**config.mk**
```make
export PLATFORM = sky130hd
export DESIGN_NAME = pli_fifo
export DESIGN_NICKNAME = d
export VERILOG_FILES = /design/src/rtl/pli_fifo.sv
export SDC_FILE = /design/constraint.sdc
export NUM_CORES = 1
export LEC_CHECK = 0
export BUFFER_PORTS_ARGS = -buffer_cell sky130_fd_sc_hd__buf_2
export CORE_MARGIN = 3
export CORE_UTILIZATION = 35
export CTS_BUF_LIST = sky130_fd_sc_hd__clkbuf_16
export CTS_CLUSTER_DIAMETER = 100
export DETAILED_ROUTE_END_ITERATION = 6
export PLACE_DENSITY = 0.65
export SKIP_LAST_GASP = 1
export SLEW_MARGIN = 0
export SYNTH_ARGS = -nofsm -noshare
export SYNTH_HDL_FRONTEND = slang
export SYNTH_SLANG_ARGS = --single-unit
```
**constraint.sdc**
```tcl
create_clock -name clk -period 3.3 [get_ports clk]
set_input_delay 0.66 -clock clk [delete_from_list [all_inputs] [get_ports clk]]
set_output_delay 0.66 -clock clk [all_outputs]
set_load 0.02 [all_outputs]
```
**src/rtl/pli_fifo.sv**
```systemverilog
`default_nettype none
module pli_fifo #(
    parameter int WIDTH = 8
) (
    input  wire logic             clk,
    input  wire logic             rst_n,
    input  wire logic             in_valid,
    output logic                  in_ready,
    input  wire logic [WIDTH-1:0] in_data,
    output logic                  out_valid,
    input  wire logic             out_ready,
    output logic      [WIDTH-1:0] out_data
);

    // two-entry queue
    logic [WIDTH-1:0] slot_reg [2];
    logic             wptr_reg, rptr_reg;
    logic [1:0]       cnt_reg;
    logic             push, pop;

    assign in_ready  = (cnt_reg != 2'd2);
    assign out_valid = (cnt_reg != 2'd0);
    assign out_data  = slot_reg[rptr_reg];
    assign push = in_valid && in_ready;
    assign pop  = out_valid && out_ready;

    always_ff @(posedge clk)
    begin
        if (push)
        begin
            slot_reg[wptr_reg] <= in_data;
        end
    end

    always_ff @(posedge clk or negedge rst_n)
    begin
        if (!rst_n)
        begin
            wptr_reg <= 1'b0;
            rptr_reg <= 1'b0;
            cnt_reg  <= 2'd0;
        end
        else
        begin
            if (push)
            begin
                wptr_reg <= ~wptr_reg;
            end
            if (pop)
            begin
                rptr_reg <= ~rptr_reg;
            end
            cnt_reg <= cnt_reg + {1'b0, push} - {1'b0, pop};
        end
    end

endmodule
`default_nettype wire

```
==> out/metrics.csv, run 1 <==
metric,value,unit
Critical Path Sink,out_data[4],
Clock Latency Late Sink,0.25,ns
critical path peak fanout,9,
R2R Setup Slk,1.63,ns
pin slew with the least headroom to its limit,0.659,ns
DRC errors left,0,
unrepaired setup endpoints after global routing,false,
final WL,1110,um
synthesized instance count,42,
Critical Path Source Type,flip-flop,
IO Count,22,
main combinational cell family by area after synthesis,multiplexers,
clock root cell,clkbuf_16,
multiplexer share of the synthesized area,11.6,%
P&R area growth vs syn,30.9,%
H-tree Lvls,1,
VDD IR-drop max,511,uV
Final Wtd Congestion,0.634,
R2R cell count,7,
Slew Limit Fails,0,
vias per inst,4.43,
setup tns final,0,ns
worst r2r dst,cnt_reg[1],
initial antenna violation count,0,
switching pwr,294,uW
Area contributors post-synth,"edfxtp_1 (62%), dfrtp_1 (13%), mux2_1 (12%)",
area of the die,2810,um^2
Synth Area in Simple Gates,4.52,%
Mean Syn Cell Area,18.4,um^2
Lkg Pwr,0.410,nW
"Warnings, synthesis",0,
Die Ht,53.0,um
CTS tree,yes,
post-route ant nets,0,
largest net degree at the start of global routing,13,
Row Count,16,
Die Wd,53.0,um
Vias,412,
clk buf depth,2,
post-synthesis compound-gate area fraction,0,%
"FF+latch count, synth",20,
status,finished clean,
"Distinct cells, synth",14,
CTS Hold Bufs,0,
share of the synthesized area in the top cell type,62.0,%
Post-Synth XOR/XNOR Area,4.52,%
Pint,720,uW
Post-DP HPWL,785,um
Post-Syn Area,774,um^2
DR pass1 iterations,2,
combinational power share,28.9,%
fin nets,81,
max reg flops,16,
period utilization,61.4,%
fmax,494,MHz
Core Footprint,2020,um^2
Max-cap violations,0,
DR iter-0 viols,2,
final hold viol count,0,
critical path class,flip-flop to output pin,
clock share of power,31.8,%
clk sinks,20,
Critical Path Source,rptr_reg,
postcts setup bufs,0,
CP Capture Type,output pin,
fill count,163,
Initial Utilization,38.3,%
Reg-to-Reg Start,cnt_reg[1],
CP required,2.64,ns
number of global-route vias before repair,412,
first-pass GRT wire length,1750,um
"area leader, netlist",edfxtp_1,
clock slew at reported path FFs,0.05,ns
grt total ovfl,0,
CTS Buf Count,3,
minimum clock period,2.02,ns
Worst Hold Class,input pin to asynchronous set/reset pin,
Antenna diodes,0,
Seq pwr share,39.3,%
adder-cell area share of the yosys netlist,3.23,%
Slew HR,55.9,%
Design Power,1.01,mW
pwr dens,1000,nW/um^2
"Net Count, Synth",56,
Overall Global Routing Usage,9.07,%
WL/cell,11.9,um
final setup vio count,0,
crit path DAT,1.36,ns
Final Skew,0.00224,ns
layout cells sized above 1,39.4,%
I/O Buffers,21,
"Seq/Total Area, Yosys",75.0,%
switching share of power,29.0,%
post_cts resized,0,
area by class of cell:
type                    count  area [um^2]  share of cell area [%]
flip-flops and latches     20          581                    57.3
multi-input cells          20          185                    18.3
repair buffers             21          105                    10.4
clock buffers               3         75.1                    7.41
well taps                  27         33.8                    3.33
clock inverters             1         30.0                    2.96
inverters                   1         3.75                   0.370
critical path, cell delays in order (launching register included):
cell	delay [ns]
dfrtp_1	0.58
mux2_1	0.38
buf_2	0.16
synth_stat cells:
cell type and number:
ha_1 2, nand2_1 1, edfxtp_1 16, and2_4 1
xor2_1 1, inv_1 1, xnor2_1 3, mux2_1 8
and3_1 1, buf_2 1, nor2_1 1, dfrtp_1 4
or2_1 1, nand2b_1 1
cell usage in the layout, fill, tap and decap left out, drive strengths merged:
cell and instances:
buf 21, edfxtp 16, mux2 8, dfrtp 4, xnor2 3, clkbuf 3
ha 2, or2 1, and2 1, inv 1, nand2b 1, nand2 1
and3 1, nor2 1, xor2 1, bufinv 1
cell families (layout without fill, tap and decap cells):
family,after synthesis,after routing
muxes,8,8
xor gates and xnor gates,4,4
adders and majority gates,2,2
buffers and inverters,2,26
and+or+nand+nor,6,6
DFF,20,20
power by group through the flow:
stage | logic, mW | registers, mW | clock network (mW)
5_1_grt | 0.325 | 0.406 | 0.345
2_1_floorplan | 0.237 | 0.376 | 0
3_5_place_dp | 0.299 | 0.404 | 0
6_report | 0.293 | 0.398 | 0.323
4_1_cts | 0.300 | 0.400 | 0.332
3_3_place_gp | 0.293 | 0.402 | 0
how the worst min path moves through the flow:
stage,endpoint,slack [ns],depth (start not counted)
floorplan,cnt_reg[0],0.36,0
global placement,wptr_reg,0.47,1
detailed placement,wptr_reg,0.47,1
CTS,wptr_reg,0.21,1
global route,wptr_reg,0.21,1
finish,wptr_reg,0.21,1
layer usage:
metal / track usage, % / vias to the layer above / share of wire [%]
li1: - / 200 / -
met1: 10.6 / 194 / 47
met2: 14.9 / 16 / 44
met3: 2.54 / 2 / 7.0
met4: 5.11 / 0 / 1.4
met5: 0 / - / 0
through the flow:
stage	hold slack, ns	instance area, um^2	worst slack [ns]	utilization [%]	std cells
finish	0.209	1010	1.28	50.1	93
detailed placement	0.474	908	1.52	44.9	89
floorplan	0.364	774	1.58	-	42
global route	0.205	1010	1.22	50.1	93
global placement	0.474	908	1.53	44.9	89
CTS	0.205	1010	1.24	50.1	93
Note: power is estimated with default switching activity, not from simulation.
==> inputs of run 2 (changes only) <==
--- a/config.mk
+++ b/config.mk
@@ -5,13 +5,14 @@
 export SDC_FILE = /design/constraint.sdc
 export NUM_CORES = 1
 export LEC_CHECK = 0
+export ABC_AREA = 1
 export BUFFER_PORTS_ARGS = -buffer_cell sky130_fd_sc_hd__buf_2
 export CORE_MARGIN = 3
 export CORE_UTILIZATION = 35
 export CTS_BUF_LIST = sky130_fd_sc_hd__clkbuf_16
 export CTS_CLUSTER_DIAMETER = 100
 export DETAILED_ROUTE_END_ITERATION = 6
-export PLACE_DENSITY = 0.65
+export PLACE_DENSITY = 0.67
 export SKIP_LAST_GASP = 1
 export SLEW_MARGIN = 0
 export SYNTH_ARGS = -nofsm -noshare
==> constraint.sdc (replaced) <==
create_clock -name clk -period 1.8 [get_ports clk]
set_input_delay 0.36 -clock clk [delete_from_list [all_inputs] [get_ports clk]]
set_output_delay 0.36 -clock clk [all_outputs]
set_load 0.02 [all_outputs]
==> run 2 against run 1 <==
Area after synthesis up 6.9%. First-iteration DRC count grew to 3.5 times the previous value. Clock power grew 85%. Worst hold slack better by 0.088 ns. Core utilization is 1.2 points higher. Largest cell class unchanged. Cell count grew 35%. Routed wire length is 18% higher.
==> out/metrics.csv, run 2 <==
metric,value,unit
most frequent cells in the layout,"nand2_1 (32), buf_2 (21), edfxtp_1 (16), inv_1 (7)",
top-count cell post-synth,nand2_1,
max reg flops,16,
Worst Hold Class,input pin to flip-flop,
"FF+latch count, synth",20,
Row Count,16,
Overall Global Routing Usage,10.4,%
"non-filler cells, final",126,
fmax,643,MHz
CTS tree,yes,
status,finished clean,
post_cts resized,0,
Slew HR,74.6,%
pwr dens,1830,nW/um^2
clock root cell,clkbuf_16,
"Distinct cells, synth",12,
R2R Setup Slk,0.42,ns
Final Skew,0.00293,ns
DRC errors left,0,
final WL,1310,um
asr flop ratio synth,20.0,%
critical path peak fanout,10,
VDD IR-drop max,1080,uV
"area leader, netlist",edfxtp_1,
initial antenna violation count,0,
post-route ant nets,0,
CTS Hold Bufs,1,
clk sinks,20,
Antenna diodes,0,
area of the die,2990,um^2
synthesized instance count,73,
layout cells sized above 1,33.3,%
Final Wtd Congestion,0.648,
final setup vio count,0,
Lkg Pwr,0.519,nW
P&R area growth vs syn,30.2,%
Placed Instances,121,
H-tree Lvls,1,
Synth Flop Type,edfxtp_1,
Slew Limit Fails,0,
clk buf depth,2,
"Net Count, Synth",87,
number of synthesized flops with an enable pin,16,
period utilization,86.4,%
Vias,538,
placed instance area,963,um^2
IO Count,22,
I/O Buffers,21,
Die Wd,54.6,um
WL/cell,10.4,um
first-pass GRT wire length,2160,um
pin slew with the least headroom to its limit,0.382,ns
grt total ovfl,0,
share of the synthesized area in the top cell type,58.0,%
Clock Latency Late Sink,0.25,ns
DR pass1 iterations,4,
"Warnings, synthesis",0,
Mean Syn Cell Area,11.3,um^2
critical path class,flip-flop to output pin,
Area contributors post-synth,"edfxtp_1 (58%), nand2_1 (15%), dfrtp_1 (12%)",
Die Ht,54.6,um
setup tns final,0,ns
crit path DAT,1.20,ns
Post-Syn Area,828,um^2
largest net degree at the start of global routing,13,
Commonest cells post-synth,"nand2_1 (32), edfxtp_1 (16), inv_1 (7)",
fin nets,114,
postcts setup bufs,0,
Max-cap violations,0,
CP Capture Type,output pin,
fin area,1080,um^2
"commonest non-fill, non-tap cell in the layout",nand2_1,
final hold viol count,0,
unrepaired setup endpoints after global routing,false,
Initial Utilization,39.4,%
Critical Path Source Type,flip-flop,
Core Footprint,2100,um^2
Post-DP HPWL,988,um
CP required,1.44,ns
CTS Buf Count,3,
vias per inst,4.27,
"Seq/Total Area, Yosys",70.1,%
number of global-route vias before repair,549,
minimum clock period,1.56,ns
DR iter-0 viols,7,
clock slew at reported path FFs,0.06,ns
## run 2: final cells by class
class                           instances  area [um^2]
Multi-Input combinational cell         43          200
Fill cell                             199         1020
Clock inverter                          1         30.0
Tap cell                               27         33.8
Inverter                                9         36.3
Timing Repair Buffer                   23          123
Sequential cell                        20          581
Clock buffer                            3         75.1
## run 2: power breakdown
part	internal, mW	switching (mW)	leakage (nW)
registers	0.644	0.0809	0.197
clock network	0.440	0.156	0.0511
logic	0.217	0.432	0.272
## run 2: worst paths after layout
check / from / endpoint / cells after the start
worst min register to register: cnt_reg[0] / cnt_reg[0] / 1
worst max-delay path: rptr_reg / out_data[5] / 4
worst max register to register: cnt_reg[0] / cnt_reg[1] / 10
min in group asynchronous: rst_n / wptr_reg / 2
worst min-delay path: in_data[0] / slot_reg[1][0] / 1
max in group asynchronous: rst_n / rptr_reg / 2
## run 2: per-stage QoR
step	setup slack, ns	hold slack (ns)	total power [mW]	utilization, %
2_1_floorplan	0.419	0.0644	1.20	-
3_3_place_gp	0.462	0.172	1.39	45.8
3_5_place_dp	0.427	0.176	1.40	45.8
4_1_cts	0.211	0.295	2.00	51.3
5_1_grt	0.116	0.295	2.12	51.3
6_report	0.245	0.296	1.97	51.3
## run 2: cell families (layout without fill, tap and decap cells)
family,count (synthesis),in the layout,share of synthesized area (%)
simple gates,41,41,21.1
flops,20,20,70.1
fa+ha+maj,2,2,3.02
buf+inv,10,36,5.74
## run 2: routing by layer
| layer | track usage, % | share of wire [%] | vias up |
|---|---|---|---|
| li1 | - | - | 289 |
| met5 | 0 | 0 | - |
| met4 | 4.98 | 0.84 | 0 |
| met3 | 2.45 | 3.4 | 2 |
| met1 | 12.8 | 44 | 236 |
| met2 | 16.9 | 51 | 11 |
## run 2: critical path, cell delays in order (launching register included)
cell     delay [ns]
dfrtp_1        0.57
inv_4          0.11
nand2_1        0.08
nand2_1        0.05
buf_2          0.15
==> inputs of run 3 (changes only) <==
--- a/config.mk
+++ b/config.mk
@@ -12,7 +12,7 @@
 export CTS_BUF_LIST = sky130_fd_sc_hd__clkbuf_16
 export CTS_CLUSTER_DIAMETER = 100
 export DETAILED_ROUTE_END_ITERATION = 6
-export PLACE_DENSITY = 0.67
+export PLACE_DENSITY = 0.65
 export SKIP_LAST_GASP = 1
 export SLEW_MARGIN = 0
 export SYNTH_ARGS = -nofsm -noshare
==> run 3 against run 2 <==
Via count increased by 0.93%. Core utilization did not move. Worst setup slack worse by 0.013 ns. Die area unchanged. Critical path depth is the same. Worst hold slack got worse by 0.0017 ns.
==> out/metrics.csv, run 3 (same netlist as run 2, synthesis figures left out) <==
metric,value,unit
postcts setup bufs,0,
largest net degree at the start of global routing,13,
clock root cell,clkbuf_16,
final setup margin,0.231,ns
DR pass1 iterations,3,
CTS Buf Count,3,
final setup vio count,0,
clock slew at reported path FFs,0.05,ns
R2R cell count,10,
DR iter-0 viols,11,
CP required,1.44,ns
Critical Path Sink,out_data[0],
grt total ovfl,0,
Slew HR,74.3,%
WL/cell,11.3,um
minimum clock period,1.57,ns
final hold viol count,0,
Row Count,16,
Critical Path Source Type,flip-flop,
worst r2r dst,cnt_reg[1],
Post-DP HPWL,999,um
CP dominant cell by count,nand2_1,
status,finished clean,
max reg flops,16,
pwr dens,1840,nW/um^2
IO Count,22,
CTS Hold Bufs,1,
dpl ws,0.402,ns
Lkg Pwr,0.519,nW
Die Ht,54.6,um
Reg-to-Reg Start,cnt_reg[0],
CP Capture Type,output pin,
number of global-route vias before repair,543,
CTS tree,yes,
hold depth,1,
Critical Path Source,rptr_reg,
top cell family by delay on the critical path,flip-flops,
post_cts resized,0,
Final Skew,0.00180,ns
initial antenna violation count,0,
I/O Buffers,21,
Antenna diodes,0,
critical path class,flip-flop to output pin,
Stages on worst setup path,4,
setup tns final,0,ns
fin nets,114,
layout cells sized above 1,33.3,%
most frequent cells in the layout,"nand2_1 (32), buf_2 (21), edfxtp_1 (16), inv_1 (7)",
first-pass GRT wire length,2340,um
R2R Setup Slk,0.40,ns
period utilization,87.1,%
slowest CP cell,dfrtp_1,
vias per inst,4.31,
area of the die,2990,um^2
clk buf depth,2,
crit-path cells,inv_4 > nand2_1 > nand2_1 > buf_2,
final WL,1420,um
DRC errors left,0,
clk sinks,20,
crit path DAT,1.21,ns
H-tree Lvls,1,
Worst Hold Class,input pin to flip-flop,
VDD IR-drop max,913,uV
post-route ant nets,0,
"commonest non-fill, non-tap cell in the layout",nand2_1,
Clock Latency Late Sink,0.25,ns
P&R area growth vs syn,30.2,%
pin slew with the least headroom to its limit,0.386,ns
fmax,638,MHz
"slowest stage delay, CP",0.57,ns
Die Wd,54.6,um
Worst Path Buf+Inv,2,
fill count,192,
unrepaired setup endpoints after global routing,false,
Vias,543,
Slew Limit Fails,0,
Core Footprint,2100,um^2
critical path peak fanout,10,
WHS,0.295,ns
Overall Global Routing Usage,11.4,%
Initial Utilization,39.4,%
Final Wtd Congestion,0.633,
Max-cap violations,0,
## run 3: cell counts in the layout (fill, tap and decap cells not counted)
Identical to the previous run, type by type.
## run 3: metrics by stage
stage	total power, mW	cell area (um^2)	std cells	util [%]
after CTS	2.01	1080	126	51.3
after global routing	2.11	1080	126	51.3
after detailed placement	1.40	963	121	45.8
after global placement	1.39	963	121	45.8
final	1.98	1080	126	51.3
after floorplan	1.20	828	73	-
## run 3: report_power, final
group	internal, mW	switching (mW)
logic	0.216	0.441
registers	0.644	0.0846
clock network	0.441	0.155
total	1.30	0.681
## run 3: worst min path at each step
stage | startpoint | end | slack [ns]
global placement | rst_n | cnt_reg[0] | 0.17
detailed placement | rst_n | cnt_reg[1] | 0.18
floorplan | rst_n | cnt_reg[0] | 0.06
CTS | in_data[1] | slot_reg[0][1] | 0.29
global route | in_data[1] | slot_reg[0][1] | 0.29
finish | in_data[0] | slot_reg[0][0] | 0.29
## run 3: layout make-up
type	instances	area [um^2]	area share (%)
multi-input cells	43	200	18.6
clock inverters	1	30.0	2.78
inverters	9	36.3	3.36
flip-flops and latches	20	581	53.8
clock buffers	3	75.1	6.96
well taps	27	33.8	3.13
repair buffers	23	123	11.4
## run 3: per-layer routing
layer | GRT usage, % | wire length (um)
met1 | 13.0 | 565
met2 | 18.5 | 732
met3 | 3.27 | 80
met4 | 7.47 | 38
met5 | 0 | 0
